`src/rtl/core/tpe_pkg.sv`:
```
`default_nettype none

package tpe_pkg;

    localparam int BYTE_W   = 8;
    localparam int BAUD_W   = 22;
    localparam int LINES_W  = 12;
    localparam int COUNT_W  = 16;
    localparam int TOTAL_W  = 32;
    localparam int WHOLE_W  = 32;
    localparam int TENTHS_W = 36;   // whole*10 + tenth
    localparam int PROD_W   = TENTHS_W + LINES_W;
    localparam int T_W      = 41;   // tenths after clamping to 2^40
    localparam int B10_W    = 19;   // baud/10
    localparam int ACC_W    = 26;   // holds the run limit
    localparam int STEP_W   = 6;
    localparam int BAUD_PROD_W = 44;
    localparam int CFG_IDX_W   = 2;

    localparam logic [BYTE_W-1:0] CH_DOLLAR  = 8'h24;
    localparam logic [BYTE_W-1:0] CH_LESS    = 8'h3C;
    localparam logic [BYTE_W-1:0] CH_GREATER = 8'h3E;
    localparam logic [BYTE_W-1:0] CH_DOT     = 8'h2E;
    localparam logic [BYTE_W-1:0] CH_STAR    = 8'h2A;
    localparam logic [BYTE_W-1:0] CH_ZERO    = 8'h30;
    localparam logic [BYTE_W-1:0] CH_NINE    = 8'h39;

    localparam logic [T_W-1:0]   T_CLAMP   = 41'h100_0000_0000;
    // floor(x/1000) >= 65536 exactly when x >= 65536*1000
    localparam logic [ACC_W-1:0] RUN_LIMIT = 26'd65536000;
    // x/10 == (x * RECIP10) >> 25 for every 22-bit x
    localparam logic [BAUD_W-1:0] RECIP10  = 22'd3355444;
    localparam int RECIP10_SHIFT = 25;
    // x/1000 == (x * RECIP1000) >> 36 for every 26-bit x
    localparam int RECIP1000_W = 27;
    localparam logic [RECIP1000_W-1:0] RECIP1000 = 27'd68719477;
    localparam int RECIP1000_SHIFT = 36;
    localparam int QPROD_W = ACC_W + RECIP1000_W;

    localparam int QUEUE_DEPTH = 2;
    localparam int QPTR_W      = 1;
    localparam int QCNT_W      = 2;

    localparam logic [CFG_IDX_W-1:0] CFG_BAUD   = 2'd0;
    localparam logic [CFG_IDX_W-1:0] CFG_THRESH = 2'd1;
    localparam logic [CFG_IDX_W-1:0] CFG_FLOW   = 2'd2;
    localparam logic [CFG_IDX_W-1:0] CFG_PAD    = 2'd3;

    typedef enum logic [1:0] {
        OP_LIT  = 2'd0,
        OP_HOLD = 2'd1,
        OP_PAD  = 2'd2
    } op_t;

    // One command per input transaction: optional flush, main action,
    // optional flush at end of string.
    typedef struct packed {
        logic                pre_flush;
        logic                post_flush;
        logic                last;
        op_t                 op;
        logic [BYTE_W-1:0]   data;
        logic                star;
        logic [LINES_W-1:0]  lines;
        logic [TENTHS_W-1:0] w10;
    } cmd_t;

    typedef struct packed {
        logic [BAUD_W-1:0] baud;
        logic [BAUD_W-1:0] thresh;
        logic              flow_on;
        logic [BYTE_W-1:0] pad_byte;
    } cfg_t;

    function automatic logic is_digit(input logic [BYTE_W-1:0] b);
        return (b >= CH_ZERO) && (b <= CH_NINE);
    endfunction

endpackage

`default_nettype wire

```
`src/rtl/core/tpe_front.sv`:
```
`default_nettype none

module tpe_front #(
    parameter int SPEC_DEPTH = 16
) (
    input  wire logic                            aclk,
    input  wire logic                            aresetn,
    input  wire logic                            in_valid,
    output logic                                 in_ready,
    input  wire logic [tpe_pkg::BYTE_W-1:0]      in_byte,
    input  wire logic                            in_eos,
    input  wire logic [tpe_pkg::LINES_W-1:0]     in_lines,
    output logic                                 cmd_push,
    output tpe_pkg::cmd_t                        cmd_data,
    input  wire logic                            cmd_full,
    output logic [$clog2(SPEC_DEPTH+1)-1:0]      fill_out
);
    import tpe_pkg::*;

    localparam int CNT_W = $clog2(SPEC_DEPTH + 1);

    typedef enum logic [5:0] {
        PH_IDLE   = 6'b000001,
        PH_DOLLAR = 6'b000010,
        PH_LESS   = 6'b000100,
        PH_WHOLE  = 6'b001000,
        PH_TENTH  = 6'b010000,
        PH_REST   = 6'b100000
    } phase_t;

    phase_t               phase_reg, phase_next;
    logic [CNT_W-1:0]     fill_reg, fill_next;
    logic [WHOLE_W-1:0]   whole_reg, whole_next;
    logic [3:0]           tenth_reg, tenth_next;
    logic                 dot_reg, dot_next;
    logic                 star_reg, star_next;

    logic                 dig;
    logic [3:0]           dval;
    logic [TENTHS_W-1:0]  whole_x10;
    logic [TENTHS_W-1:0]  close_x10;
    logic                 go_outside;
    cmd_t                 cmd;

    assign in_ready = !cmd_full;
    assign cmd_push = in_valid && !cmd_full;
    assign cmd_data = cmd;
    assign fill_out = fill_reg;

    assign dig  = is_digit(in_byte);
    assign dval = 4'(in_byte - CH_ZERO);
    assign whole_x10 = (TENTHS_W'(whole_reg) << 3) + (TENTHS_W'(whole_reg) << 1)
                     + TENTHS_W'(dval);
    assign close_x10 = (TENTHS_W'(whole_reg) << 3) + (TENTHS_W'(whole_reg) << 1)
                     + TENTHS_W'(tenth_reg);

    always_comb begin
        phase_next = phase_reg;
        fill_next  = fill_reg;
        whole_next = whole_reg;
        tenth_next = tenth_reg;
        dot_next   = dot_reg;
        star_next  = star_reg;
        go_outside = 1'b0;
        cmd            = '0;
        cmd.op         = OP_LIT;
        cmd.data       = in_byte;
        cmd.lines      = in_lines;
        cmd.star       = star_reg;
        cmd.w10        = close_x10;

        unique case (phase_reg)
            PH_DOLLAR: begin
                if (in_byte == CH_LESS) begin
                    cmd.op     = OP_HOLD;
                    fill_next  = fill_reg + CNT_W'(1);
                    phase_next = PH_LESS;
                end else begin
                    cmd.pre_flush = 1'b1;
                    go_outside    = 1'b1;
                end
            end
            PH_LESS: begin
                if (dig) begin
                    cmd.op     = OP_HOLD;
                    fill_next  = fill_reg + CNT_W'(1);
                    whole_next = WHOLE_W'(dval);
                    phase_next = PH_WHOLE;
                end else if (in_byte == CH_DOT) begin
                    cmd.op     = OP_HOLD;
                    fill_next  = fill_reg + CNT_W'(1);
                    dot_next   = 1'b1;
                    phase_next = PH_TENTH;
                end else begin
                    cmd.pre_flush = 1'b1;
                    go_outside    = 1'b1;
                end
            end
            PH_WHOLE, PH_TENTH, PH_REST: begin
                if (in_byte == CH_GREATER) begin
                    cmd.op     = OP_PAD;
                    phase_next = PH_IDLE;
                    fill_next  = '0;
                    whole_next = '0;
                    tenth_next = '0;
                    dot_next   = 1'b0;
                    star_next  = 1'b0;
                end else if (fill_reg >= CNT_W'(SPEC_DEPTH)) begin
                    // spec buffer overflow
                    cmd.pre_flush = 1'b1;
                    go_outside    = 1'b1;
                end else begin
                    cmd.op    = OP_HOLD;
                    fill_next = fill_reg + CNT_W'(1);
                    if (phase_reg == PH_WHOLE) begin
                        if (dig) begin
                            whole_next = (whole_x10[TENTHS_W-1:WHOLE_W] != '0) ? '1
                                       : whole_x10[WHOLE_W-1:0];
                        end else if (in_byte == CH_DOT) begin
                            dot_next   = 1'b1;
                            phase_next = PH_TENTH;
                        end else begin
                            phase_next = PH_REST;
                        end
                    end else if (phase_reg == PH_TENTH) begin
                        if (dig) begin
                            tenth_next = dval;
                        end
                        phase_next = PH_REST;
                    end else if (in_byte == CH_DOT && !dot_reg) begin
                        dot_next   = 1'b1;
                        phase_next = PH_TENTH;
                    end
                    star_next = (in_byte == CH_STAR);
                end
            end
            default: begin
                go_outside = 1'b1;
            end
        endcase

        if (go_outside) begin
            whole_next = '0;
            tenth_next = '0;
            dot_next   = 1'b0;
            star_next  = 1'b0;
            if (in_byte == CH_DOLLAR) begin
                cmd.op     = OP_HOLD;
                fill_next  = CNT_W'(1);
                phase_next = PH_DOLLAR;
            end else begin
                cmd.op     = OP_LIT;
                fill_next  = '0;
                phase_next = PH_IDLE;
            end
        end

        if (in_eos) begin
            cmd.post_flush = (fill_next != '0);
            cmd.last       = 1'b1;
            phase_next = PH_IDLE;
            fill_next  = '0;
            whole_next = '0;
            tenth_next = '0;
            dot_next   = 1'b0;
            star_next  = 1'b0;
        end
    end

    always_ff @(posedge aclk) begin
        if (!aresetn) begin
            phase_reg <= PH_IDLE;
            fill_reg  <= '0;
            whole_reg <= '0;
            tenth_reg <= '0;
            dot_reg   <= 1'b0;
            star_reg  <= 1'b0;
        end else if (cmd_push) begin
            phase_reg <= phase_next;
            fill_reg  <= fill_next;
            whole_reg <= whole_next;
            tenth_reg <= tenth_next;
            dot_reg   <= dot_next;
            star_reg  <= star_next;
        end
    end

endmodule

`default_nettype wire

```
`src/rtl/core/tpe_cmd_queue.sv`:
```
`default_nettype none

module tpe_cmd_queue (
    input  wire logic          aclk,
    input  wire logic          aresetn,
    input  wire logic          push,
    input  wire tpe_pkg::cmd_t push_data,
    output logic               full,
    input  wire logic          pop,
    output logic               head_valid,
    output tpe_pkg::cmd_t      head_data
);
    import tpe_pkg::*;

    cmd_t               entry_reg [QUEUE_DEPTH];
    logic [QPTR_W-1:0]  wr_ptr_reg;
    logic [QPTR_W-1:0]  rd_ptr_reg;
    logic [QCNT_W-1:0]  count_reg;

    assign full       = (count_reg == QCNT_W'(QUEUE_DEPTH));
    assign head_valid = (count_reg != '0);
    assign head_data  = entry_reg[rd_ptr_reg];

    always_ff @(posedge aclk) begin
        if (push) begin
            entry_reg[wr_ptr_reg] <= push_data;
        end
    end

    always_ff @(posedge aclk) begin
        if (!aresetn) begin
            wr_ptr_reg <= '0;
            rd_ptr_reg <= '0;
            count_reg  <= '0;
        end else begin
            if (push) begin
                wr_ptr_reg <= wr_ptr_reg + QPTR_W'(1);
            end
            if (pop) begin
                rd_ptr_reg <= rd_ptr_reg + QPTR_W'(1);
            end
            case ({push, pop})
                2'b10:   count_reg <= count_reg + QCNT_W'(1);
                2'b01:   count_reg <= count_reg - QCNT_W'(1);
                default: count_reg <= count_reg;
            endcase
        end
    end

endmodule

`default_nettype wire

```
`src/rtl/core/tpe_back.sv`:
```
`default_nettype none

module tpe_back #(
    parameter int SPEC_DEPTH = 16
) (
    input  wire logic                            aclk,
    input  wire logic                            aresetn,
    input  wire logic                            cmd_valid,
    input  wire tpe_pkg::cmd_t                   cmd_data,
    output logic                                 cmd_pop,
    input  wire tpe_pkg::cfg_t                   cfg,
    output logic                                 out_valid,
    input  wire logic                            out_ready,
    output logic [tpe_pkg::BYTE_W-1:0]           out_byte,
    output logic [tpe_pkg::COUNT_W-1:0]          out_count,
    output logic [tpe_pkg::TOTAL_W-1:0]          out_total,
    output logic                                 out_last,
    output logic                                 idle,
    output logic [$clog2(SPEC_DEPTH+1)-1:0]      fill_out
);
    import tpe_pkg::*;

    localparam int CNT_W = $clog2(SPEC_DEPTH + 1);
    localparam int IDX_W = $clog2(SPEC_DEPTH);

    typedef enum logic [7:0] {
        BK_IDLE     = 8'b00000001,
        BK_FL_RD    = 8'b00000010,
        BK_FL_EMIT  = 8'b00000100,
        BK_MAIN     = 8'b00001000,
        BK_PAD_MUL  = 8'b00010000,
        BK_PAD_SER  = 8'b00100000,
        BK_PAD_DIV  = 8'b01000000,
        BK_PAD_EMIT = 8'b10000000
    } bstate_t;

    bstate_t              state_reg, state_next;
    cmd_t                 cmd_reg, cmd_next;
    logic                 post_reg, post_next;
    logic [CNT_W-1:0]     fill_reg, fill_next;
    logic [IDX_W-1:0]     rd_idx_reg, rd_idx_next;
    logic [BYTE_W-1:0]    rd_data_reg;
    logic [BYTE_W-1:0]    mem [SPEC_DEPTH];
    logic [T_W-1:0]       t_reg, t_next;
    logic [B10_W-1:0]     b10_reg, b10_next;
    logic [ACC_W-1:0]     acc_reg, acc_next;
    logic [STEP_W-1:0]    step_reg, step_next;
    logic [COUNT_W-1:0]   run_reg, run_next;
    logic [TOTAL_W-1:0]   len_reg;

    logic                 ov_reg;
    logic [BYTE_W-1:0]    ob_reg;
    logic [COUNT_W-1:0]   oc_reg;
    logic [TOTAL_W-1:0]   ot_reg;
    logic                 ol_reg;

    logic                 slot_free;
    logic                 mem_we;
    logic                 emit_go;
    logic [BYTE_W-1:0]    emit_byte;
    logic [COUNT_W-1:0]   emit_cnt;
    logic                 emit_last;
    logic [TOTAL_W:0]     len_sum;
    logic [TOTAL_W-1:0]   len_sat;

    logic                 pad_on;
    logic [PROD_W-1:0]    prod_lines;
    logic [PROD_W-1:0]    tenths;
    logic [BAUD_PROD_W-1:0] baud_prod;
    logic [B10_W-1:0]     ser_add;
    logic [ACC_W+1:0]     ser_sum;
    logic [QPROD_W-1:0]   quot_prod;
    logic                 last_elem;

    assign out_valid = ov_reg;
    assign out_byte  = ob_reg;
    assign out_count = oc_reg;
    assign out_total = ot_reg;
    assign out_last  = ol_reg;
    assign idle      = (state_reg == BK_IDLE);
    assign fill_out  = fill_reg;

    assign slot_free = !ov_reg || out_ready;
    assign len_sum   = {1'b0, len_reg} + (TOTAL_W+1)'(emit_cnt);
    assign len_sat   = len_sum[TOTAL_W] ? '1 : len_sum[TOTAL_W-1:0];

    assign pad_on     = (cfg.thresh != '0) && (cfg.baud >= cfg.thresh) && !cfg.flow_on;
    assign prod_lines = PROD_W'(cmd_reg.w10) * PROD_W'(cmd_reg.lines);
    assign tenths     = cmd_reg.star ? prod_lines : PROD_W'(cmd_reg.w10);
    assign baud_prod  = BAUD_PROD_W'(cfg.baud) * BAUD_PROD_W'(RECIP10);
    assign ser_add    = t_reg[T_W-1] ? b10_reg : '0;
    assign ser_sum    = {1'b0, acc_reg, 1'b0} + (ACC_W+2)'(ser_add);
    assign quot_prod  = QPROD_W'(acc_reg) * QPROD_W'(RECIP1000);
    assign last_elem  = (CNT_W'(rd_idx_reg) + CNT_W'(1)) == fill_reg;

    always_comb begin
        state_next  = state_reg;
        cmd_next    = cmd_reg;
        post_next   = post_reg;
        fill_next   = fill_reg;
        rd_idx_next = rd_idx_reg;
        t_next      = t_reg;
        b10_next    = b10_reg;
        acc_next    = acc_reg;
        step_next   = step_reg;
        run_next    = run_reg;
        cmd_pop     = 1'b0;
        mem_we      = 1'b0;
        emit_go     = 1'b0;
        emit_byte   = '0;
        emit_cnt    = '0;
        emit_last   = 1'b0;

        unique case (state_reg)
            BK_IDLE: begin
                if (cmd_valid) begin
                    cmd_pop    = 1'b1;
                    cmd_next   = cmd_data;
                    post_next  = 1'b0;
                    state_next = cmd_data.pre_flush ? BK_FL_RD : BK_MAIN;
                end
            end
            BK_FL_RD: begin
                state_next = BK_FL_EMIT;
            end
            BK_FL_EMIT: begin
                if (slot_free) begin
                    emit_go   = 1'b1;
                    emit_byte = rd_data_reg;
                    emit_cnt  = COUNT_W'(1);
                    emit_last = post_reg && cmd_reg.last && last_elem;
                    if (last_elem) begin
                        fill_next   = '0;
                        rd_idx_next = '0;
                        state_next  = post_reg ? BK_IDLE : BK_MAIN;
                    end else begin
                        rd_idx_next = rd_idx_reg + IDX_W'(1);
                        state_next  = BK_FL_RD;
                    end
                end
            end
            BK_MAIN: begin
                case (cmd_reg.op)
                    OP_LIT: begin
                        if (slot_free) begin
                            emit_go    = 1'b1;
                            emit_byte  = cmd_reg.data;
                            emit_cnt   = COUNT_W'(1);
                            emit_last  = cmd_reg.last && !cmd_reg.post_flush;
                            post_next  = 1'b1;
                            state_next = cmd_reg.post_flush ? BK_FL_RD : BK_IDLE;
                        end
                    end
                    OP_HOLD: begin
                        mem_we     = 1'b1;
                        fill_next  = fill_reg + CNT_W'(1);
                        post_next  = 1'b1;
                        state_next = cmd_reg.post_flush ? BK_FL_RD : BK_IDLE;
                    end
                    OP_PAD: begin
                        // closing bracket drops the held spec bytes
                        fill_next  = '0;
                        state_next = BK_PAD_MUL;
                    end
                    default: begin
                        state_next = BK_IDLE;
                    end
                endcase
            end
            BK_PAD_MUL: begin
                t_next    = (tenths > PROD_W'(T_CLAMP)) ? T_CLAMP : tenths[T_W-1:0];
                b10_next  = baud_prod[RECIP10_SHIFT +: B10_W];
                acc_next  = '0;
                step_next = STEP_W'(T_W - 1);
                if (pad_on) begin
                    state_next = BK_PAD_SER;
                end else begin
                    run_next   = '0;
                    state_next = BK_PAD_EMIT;
                end
            end
            BK_PAD_SER: begin
                // MSB-first shift-add of baud/10 * tenths, clamped at the run limit
                acc_next = (ser_sum >= (ACC_W+2)'(RUN_LIMIT)) ? RUN_LIMIT
                         : ser_sum[ACC_W-1:0];
                t_next   = t_reg << 1;
                if (step_reg == '0) begin
                    state_next = BK_PAD_DIV;
                end else begin
                    step_next = step_reg - STEP_W'(1);
                end
            end
            BK_PAD_DIV: begin
                // divide by 1000 through the reciprocal; below the limit it fits 16 bits
                run_next   = (acc_reg >= RUN_LIMIT) ? '1
                           : quot_prod[RECIP1000_SHIFT +: COUNT_W];
                state_next = BK_PAD_EMIT;
            end
            BK_PAD_EMIT: begin
                if (run_reg == '0 && !cmd_reg.last) begin
                    state_next = BK_IDLE;
                end else if (slot_free) begin
                    emit_go    = 1'b1;
                    emit_byte  = (run_reg != '0) ? cfg.pad_byte : '0;
                    emit_cnt   = run_reg;
                    emit_last  = cmd_reg.last;
                    state_next = BK_IDLE;
                end
            end
            default: begin
                state_next = BK_IDLE;
            end
        endcase
    end

    always_ff @(posedge aclk) begin
        if (mem_we) begin
            mem[fill_reg[IDX_W-1:0]] <= cmd_reg.data;
        end
        rd_data_reg <= mem[rd_idx_reg];
    end

    always_ff @(posedge aclk) begin
        cmd_reg <= cmd_next;
        t_reg   <= t_next;
        b10_reg <= b10_next;
        acc_reg <= acc_next;
        run_reg <= run_next;
        if (emit_go) begin
            ob_reg <= emit_byte;
            oc_reg <= emit_cnt;
            ot_reg <= len_sat;
            ol_reg <= emit_last;
        end
    end

    always_ff @(posedge aclk) begin
        if (!aresetn) begin
            state_reg  <= BK_IDLE;
            post_reg   <= 1'b0;
            fill_reg   <= '0;
            rd_idx_reg <= '0;
            step_reg   <= '0;
            len_reg    <= '0;
            ov_reg     <= 1'b0;
        end else begin
            state_reg  <= state_next;
            post_reg   <= post_next;
            fill_reg   <= fill_next;
            rd_idx_reg <= rd_idx_next;
            step_reg   <= step_next;
            if (emit_go) begin
                ov_reg  <= 1'b1;
                len_reg <= emit_last ? '0 : len_sat;
            end else if (out_ready) begin
                ov_reg  <= 1'b0;
            end
        end
    end

endmodule

`default_nettype wire

```
`src/rtl/core/terminal_padding_expander_core.sv`:
```
`default_nettype none

// Expands the padding specs of a terminal control string. Bytes arrive one per
// transaction on the s_ side; s_tlast marks the last byte of a string. Ordinary
// bytes come out as results with repeat count 1, a "$<tenths[*]>" spec becomes
// one pad-byte run, and held spec bytes that never close are replayed as
// literals. The final result of each string carries m_tlast, and the running
// total restarts after it. A parser front end takes one transaction per cycle
// into a two-entry command queue unless the queue is full; the back end runs
// one command at a time: a literal is a command fetch and an output, each
// replayed spec byte a registered buffer read plus output, and a pad run a
// command fetch and decode, a multiply, 41 shift-add steps for baud/10 times
// tenths, a reciprocal divide-by-1000 and an output, skipping shift-add and
// divide when padding is off.
// Configuration: cfg_index 0 baud rate, 1 padding threshold (0 disables),
// 2 xon/xoff flag, 3 pad byte; write only while the block is idle.
module terminal_padding_expander_core #(
    parameter int SPEC_DEPTH = 16
) (
    input  wire logic                               aclk,
    input  wire logic                               aresetn,
    input  wire logic                               s_tvalid,
    output logic                                    s_tready,
    input  wire logic [23:0]                        s_tdata,  // in_byte, affected_lines
    input  wire logic                               s_tlast,  // end_of_string
    output logic                                    m_tvalid,
    input  wire logic                               m_tready,
    output logic [55:0]                             m_tdata,  // out_byte, repeat_count,
                                                              // total_length
    output logic                                    m_tlast,  // is_last
    input  wire logic                               cfg_wr_en,
    input  wire logic [tpe_pkg::CFG_IDX_W-1:0]      cfg_index,
    input  wire logic [tpe_pkg::BAUD_W-1:0]         cfg_wdata
);
    import tpe_pkg::*;

    localparam int CNT_W = $clog2(SPEC_DEPTH + 1);

    cfg_t               cfg_reg;
    cmd_t               push_cmd;
    cmd_t               head_cmd;
    logic               push;
    logic               q_full;
    logic               head_valid;
    logic               pop;
    logic               back_idle;
    logic [CNT_W-1:0]   front_fill;
    logic [CNT_W-1:0]   back_fill;
    logic [BYTE_W-1:0]  r_byte;
    logic [COUNT_W-1:0] r_count;
    logic [TOTAL_W-1:0] r_total;

    always_ff @(posedge aclk) begin
        if (!aresetn) begin
            cfg_reg.baud     <= BAUD_W'(9600);
            cfg_reg.thresh   <= '0;
            cfg_reg.flow_on  <= 1'b0;
            cfg_reg.pad_byte <= '0;
        end else if (cfg_wr_en) begin
            unique case (cfg_index)
                CFG_BAUD:   cfg_reg.baud     <= cfg_wdata;
                CFG_THRESH: cfg_reg.thresh   <= cfg_wdata;
                CFG_FLOW:   cfg_reg.flow_on  <= cfg_wdata[0];
                CFG_PAD:    cfg_reg.pad_byte <= cfg_wdata[BYTE_W-1:0];
                default:    cfg_reg          <= cfg_reg;
            endcase
        end
    end

    tpe_front #(
        .SPEC_DEPTH (SPEC_DEPTH)
    ) u_front (
        .aclk     (aclk),
        .aresetn  (aresetn),
        .in_valid (s_tvalid),
        .in_ready (s_tready),
        .in_byte  (s_tdata[7:0]),
        .in_eos   (s_tlast),
        .in_lines (s_tdata[19:8]),
        .cmd_push (push),
        .cmd_data (push_cmd),
        .cmd_full (q_full),
        .fill_out (front_fill)
    );

    tpe_cmd_queue u_queue (
        .aclk       (aclk),
        .aresetn    (aresetn),
        .push       (push),
        .push_data  (push_cmd),
        .full       (q_full),
        .pop        (pop),
        .head_valid (head_valid),
        .head_data  (head_cmd)
    );

    tpe_back #(
        .SPEC_DEPTH (SPEC_DEPTH)
    ) u_back (
        .aclk      (aclk),
        .aresetn   (aresetn),
        .cmd_valid (head_valid),
        .cmd_data  (head_cmd),
        .cmd_pop   (pop),
        .cfg       (cfg_reg),
        .out_valid (m_tvalid),
        .out_ready (m_tready),
        .out_byte  (r_byte),
        .out_count (r_count),
        .out_total (r_total),
        .out_last  (m_tlast),
        .idle      (back_idle),
        .fill_out  (back_fill)
    );

    assign m_tdata = {r_total, r_count, r_byte};

    // an empty result only closes a string
    assert property (@(posedge aclk) disable iff (!aresetn)
        (m_tvalid && r_count == '0) |-> m_tlast)
        else $error("zero-count result without last flag");

    // running total always covers the run just reported
    assert property (@(posedge aclk) disable iff (!aresetn)
        m_tvalid |-> (r_total >= TOTAL_W'(r_count)))
        else $error("total length below repeat count");

    // once all commands are executed, parser and spec buffer agree on fill
    assert property (@(posedge aclk) disable iff (!aresetn)
        (!head_valid && back_idle) |-> (front_fill == back_fill))
        else $error("spec fill mismatch between front and back");

endmodule

`default_nettype wire

```
`config.mk`:
```
export PLATFORM = sky130hd
export DESIGN_NAME = terminal_padding_expander_core
export DESIGN_NICKNAME = d
export VERILOG_FILES = /design/src/rtl/core/tpe_pkg.sv /design/src/rtl/core/tpe_front.sv /design/src/rtl/core/tpe_cmd_queue.sv /design/src/rtl/core/tpe_back.sv /design/src/rtl/core/terminal_padding_expander_core.sv
export SDC_FILE = /design/constraint.sdc
export NUM_CORES = 2
export LEC_CHECK = 0
export BUFFER_PORTS_ARGS = -buffer_cell sky130_fd_sc_hd__buf_2
export CAP_MARGIN = 10
export CORE_ASPECT_RATIO = 1.2
export CORE_UTILIZATION = 66
export DETAILED_ROUTE_END_ITERATION = 12
export GPL_TIMING_DRIVEN = 0
export PLACE_DENSITY = 0.83
export SLEW_MARGIN = 5
export SYNTH_ARGS = -nofsm -noshare
export SYNTH_HDL_FRONTEND = slang
export SYNTH_HIERARCHICAL = 1
export SYNTH_SLANG_ARGS = --single-unit
```
`constraint.sdc`:
```
create_clock -name aclk -period 15.55 [get_ports aclk]
set_clock_uncertainty 0.15 [all_clocks]
set_input_delay 0.7775 -clock aclk [delete_from_list [all_inputs] [get_ports aclk]]
set_output_delay 0.7775 -clock aclk [all_outputs]
set_load 0.005 [all_outputs]
```
==> impl_metrics.yaml <==
status:
  status: "complete, no violations"
route:
  vias: 45900
  remaining_drc_errors: 0
  dr.pass1.iters: 7
  drtIter0Drc: 3755
  via_per_inst: 6.06
  wl_um: 159000
  route.met2.wl_um: 78800
  avgRoutedWirePerCell_um: 20.9
  top_layer: "met5"
  wl_met1_um: 59600
  route.met3.wl_um: 12500
  ant_nets: 0
floorplanning:
  dieArea_mm2: 0.0965
  fp.dieH_um: 340
  core_area_mm2: 0.0940
  initial_core_util_pct: 66.9
  num_io_pins: 113
  rows: 123
  dieWidth_um: 284
timing:
  maxSlewHeadroom_pct: 16.1
  max_freq_ghz: 0.112
  finalCriticalPeriod_ps: 8950
  setup_viol: 0
  worst_slack_ps: 6600
  hold_viol_final: 0
  rsz0062_at_grt: "false"
  min_period_over_period_pct: 57.6
  slew_viol_final: 0
  tns_ps: 0
  worstMarginPinSlew_ps: 1250
clocking:
  cts-resized-gates: 0
  cts.htree.levels: 3
  cts_tree: "done"
  clock_latency_ps: 630
  postCtsSetupBuffers: 0
  cts_sinks: 644
  cts_buffers: 66
  path_clk_slew_ps: 60
  cts_hold_buf: 0
  cts_buffer_depth: 3
  cts-root-buf: "clkbuf_16"
layout:
  drive_above_1_share_pct: 7.20
  largest_reg_flops: 128
  fin_area_mm2: 0.0672
  n_antenna_cell: 0
  num-fill-cells: 6475
  area_growth_pct: 6.82
  post-route-util_pct: 71.4
  final_nets: 7721
synthesis:
  synth_nets: 7554
  synth_top_area_cell: "fa_1"
  async_reset_ff_share_pct: 0
  synth_area_mm2: 0.0629
  yosysWarnings: 6
  ys_top_cells_by_area: "fa_1, edfxtp_1, ha_1, inv_1, dfxtp_1"
  synth.avg_cell_area_um2: 10.3
  synth_edf_count: 472
  synth_top_area_share_pct: 22.7
  synthTopCellsByCount: "inv_1, fa_1, ha_1"
  ys.flop_type: "edfxtp_1"
  synthCells: 6113
  synth.ff_latch_count: 644
  ys_types: 115
  synth.most_common_cell: "inv_1"
  ys_seq_area_share_pct: 28.0
place:
  io_buffer_count: 93
  place_hpwl_um: 125000
  place_ws_ps: 6860
  gp_congestion: 0.992
  post_dp_cell_area_mm2: 0.0651
setup_path:
  required_ps: 15860
  endpoint_kind: "flop"
  worstPathMaxFanout: 10
  crit_path_end: "u_back/t_reg[25]"
  setup.worst_path.start: "u_back/cmd_reg[40]"
  rr_worst_depth: 26
  r2r_slack_ps: 6600
  path_class: "flop to flop"
  worst_setup_path_start_kind: "flop"
  worst_r2r_endpoint: "u_back/t_reg[25]"
  r2r_start: "u_back/cmd_reg[40]"
  crit_arrival_ps: 9260
global_routing:
  grt_pass1_vias: 48000
  track_usage_pct: 33.3
  antenna_found_initial: 3
  grt_max_degree: 63
  overflow: 0
  grt_pass1_wl_um: 252000
min_path:
  min_path_type: "input pin to flop"
flow_run:
  maxCapViolCount: 0
[area by class of cell]
cell class	count	area [µm²]	share of cell area, %
Clock buffer	91	1820	2.70
Timing Repair Buffer	99	581	0.864
Inverter	1112	4170	6.21
Multi-Input combinational cell	4127	40000	59.6
Buffer	230	1070	1.59
Tap cell	1250	1560	2.33
Sequential cell	644	17600	26.2
Clock inverter	29	295	0.440
[per-stage QoR]
stage	std cells	hold slack (ps)
after floorplan	6113	285
after global placement	7456	295
after detailed placement	7462	299
after CTS	7582	171
after global routing	7582	184
final	7582	202
[metal layers]
metal,track usage (%),vias up
li1,-,20700
met4,15.2,2
met2,57.9,2098
met3,5.39,523
met5,0,-
met1,40.7,22700
[critical path, cell delays in order, from the launching register on]
cell      delay, ps
edfxtp_1        330
clkbuf_1        760
clkbuf_1        560
nand2_1         170
fa_1            530
fa_1            520
inv_1            50
fa_1            470
fa_1            550
inv_1            70
fa_1            540
inv_1            50
ha_1            280
buf_2           190
nand2_1          60
o21ai_0         530
nand2b_1        230
o311ai_2        220
a211oi_1        520
o21ai_0         220
xnor2_1         150
or4_1           480
nor4_2          440
and3_4          310
a21oi_2          70
buf_6           190
o21ai_2         160
[cells in the final DEF (no fill, tap or decap), drive strengths merged, types with 12 or more instances in the layout]
master      n
or3        21
a221o      32
a21oi     225
o21a       31
fa        714
and3       39
buf       171
o31ai      21
mux4       40
o211ai     17
a22oi      20
o21bai     16
xnor2     130
edfxtp    472
clkinv     19
a2111oi    12
a22o       20
nor2b      59
mux2i      70
nor2      235
a31oi      17
o21ai     177
nand2     630
mux2       70
dfxtp     172
nor3b      18
and2      174
nand4      45
ha        673
nor3       80
o2111ai    17
a211oi     14
nor4       30
inv      1118
clkbuf    249
a21boi     20
a21o      109
nand2b     40
xor2       72
nand3      92
[worst min-delay path by stage]
| stage | from | to | depth (start not counted) |
|---|---|---|---|
| after floorplan | cfg_reg[23] | cfg_reg[23] | 2 |
| final | s_tdata[10] | u_queue/entry_reg[0][38] | 1 |
| after detailed placement | cfg_reg[24] | cfg_reg[24] | 2 |
| after global placement | cfg_reg[26] | cfg_reg[26] | 2 |
| after CTS | s_tdata[10] | u_queue/entry_reg[0][38] | 1 |
| after global routing | s_tdata[11] | u_queue/entry_reg[0][39] | 1 |
[logic make-up after synthesis]
logic type / share of synthesized area [%]
AND/OR/NAND/NOR: 11.8
adder cells (fa/ha/maj): 36.1
buffers and inverters: 8.34
AO/OA/AOI/OAI: 9.10
flip-flops: 28.0
XOR/XNOR: 2.81
multiplexers: 3.80
Power is left out: the tool's default activity adds up to more than one toggle a clock period on the data nets, which glitch-free logic cannot reach.
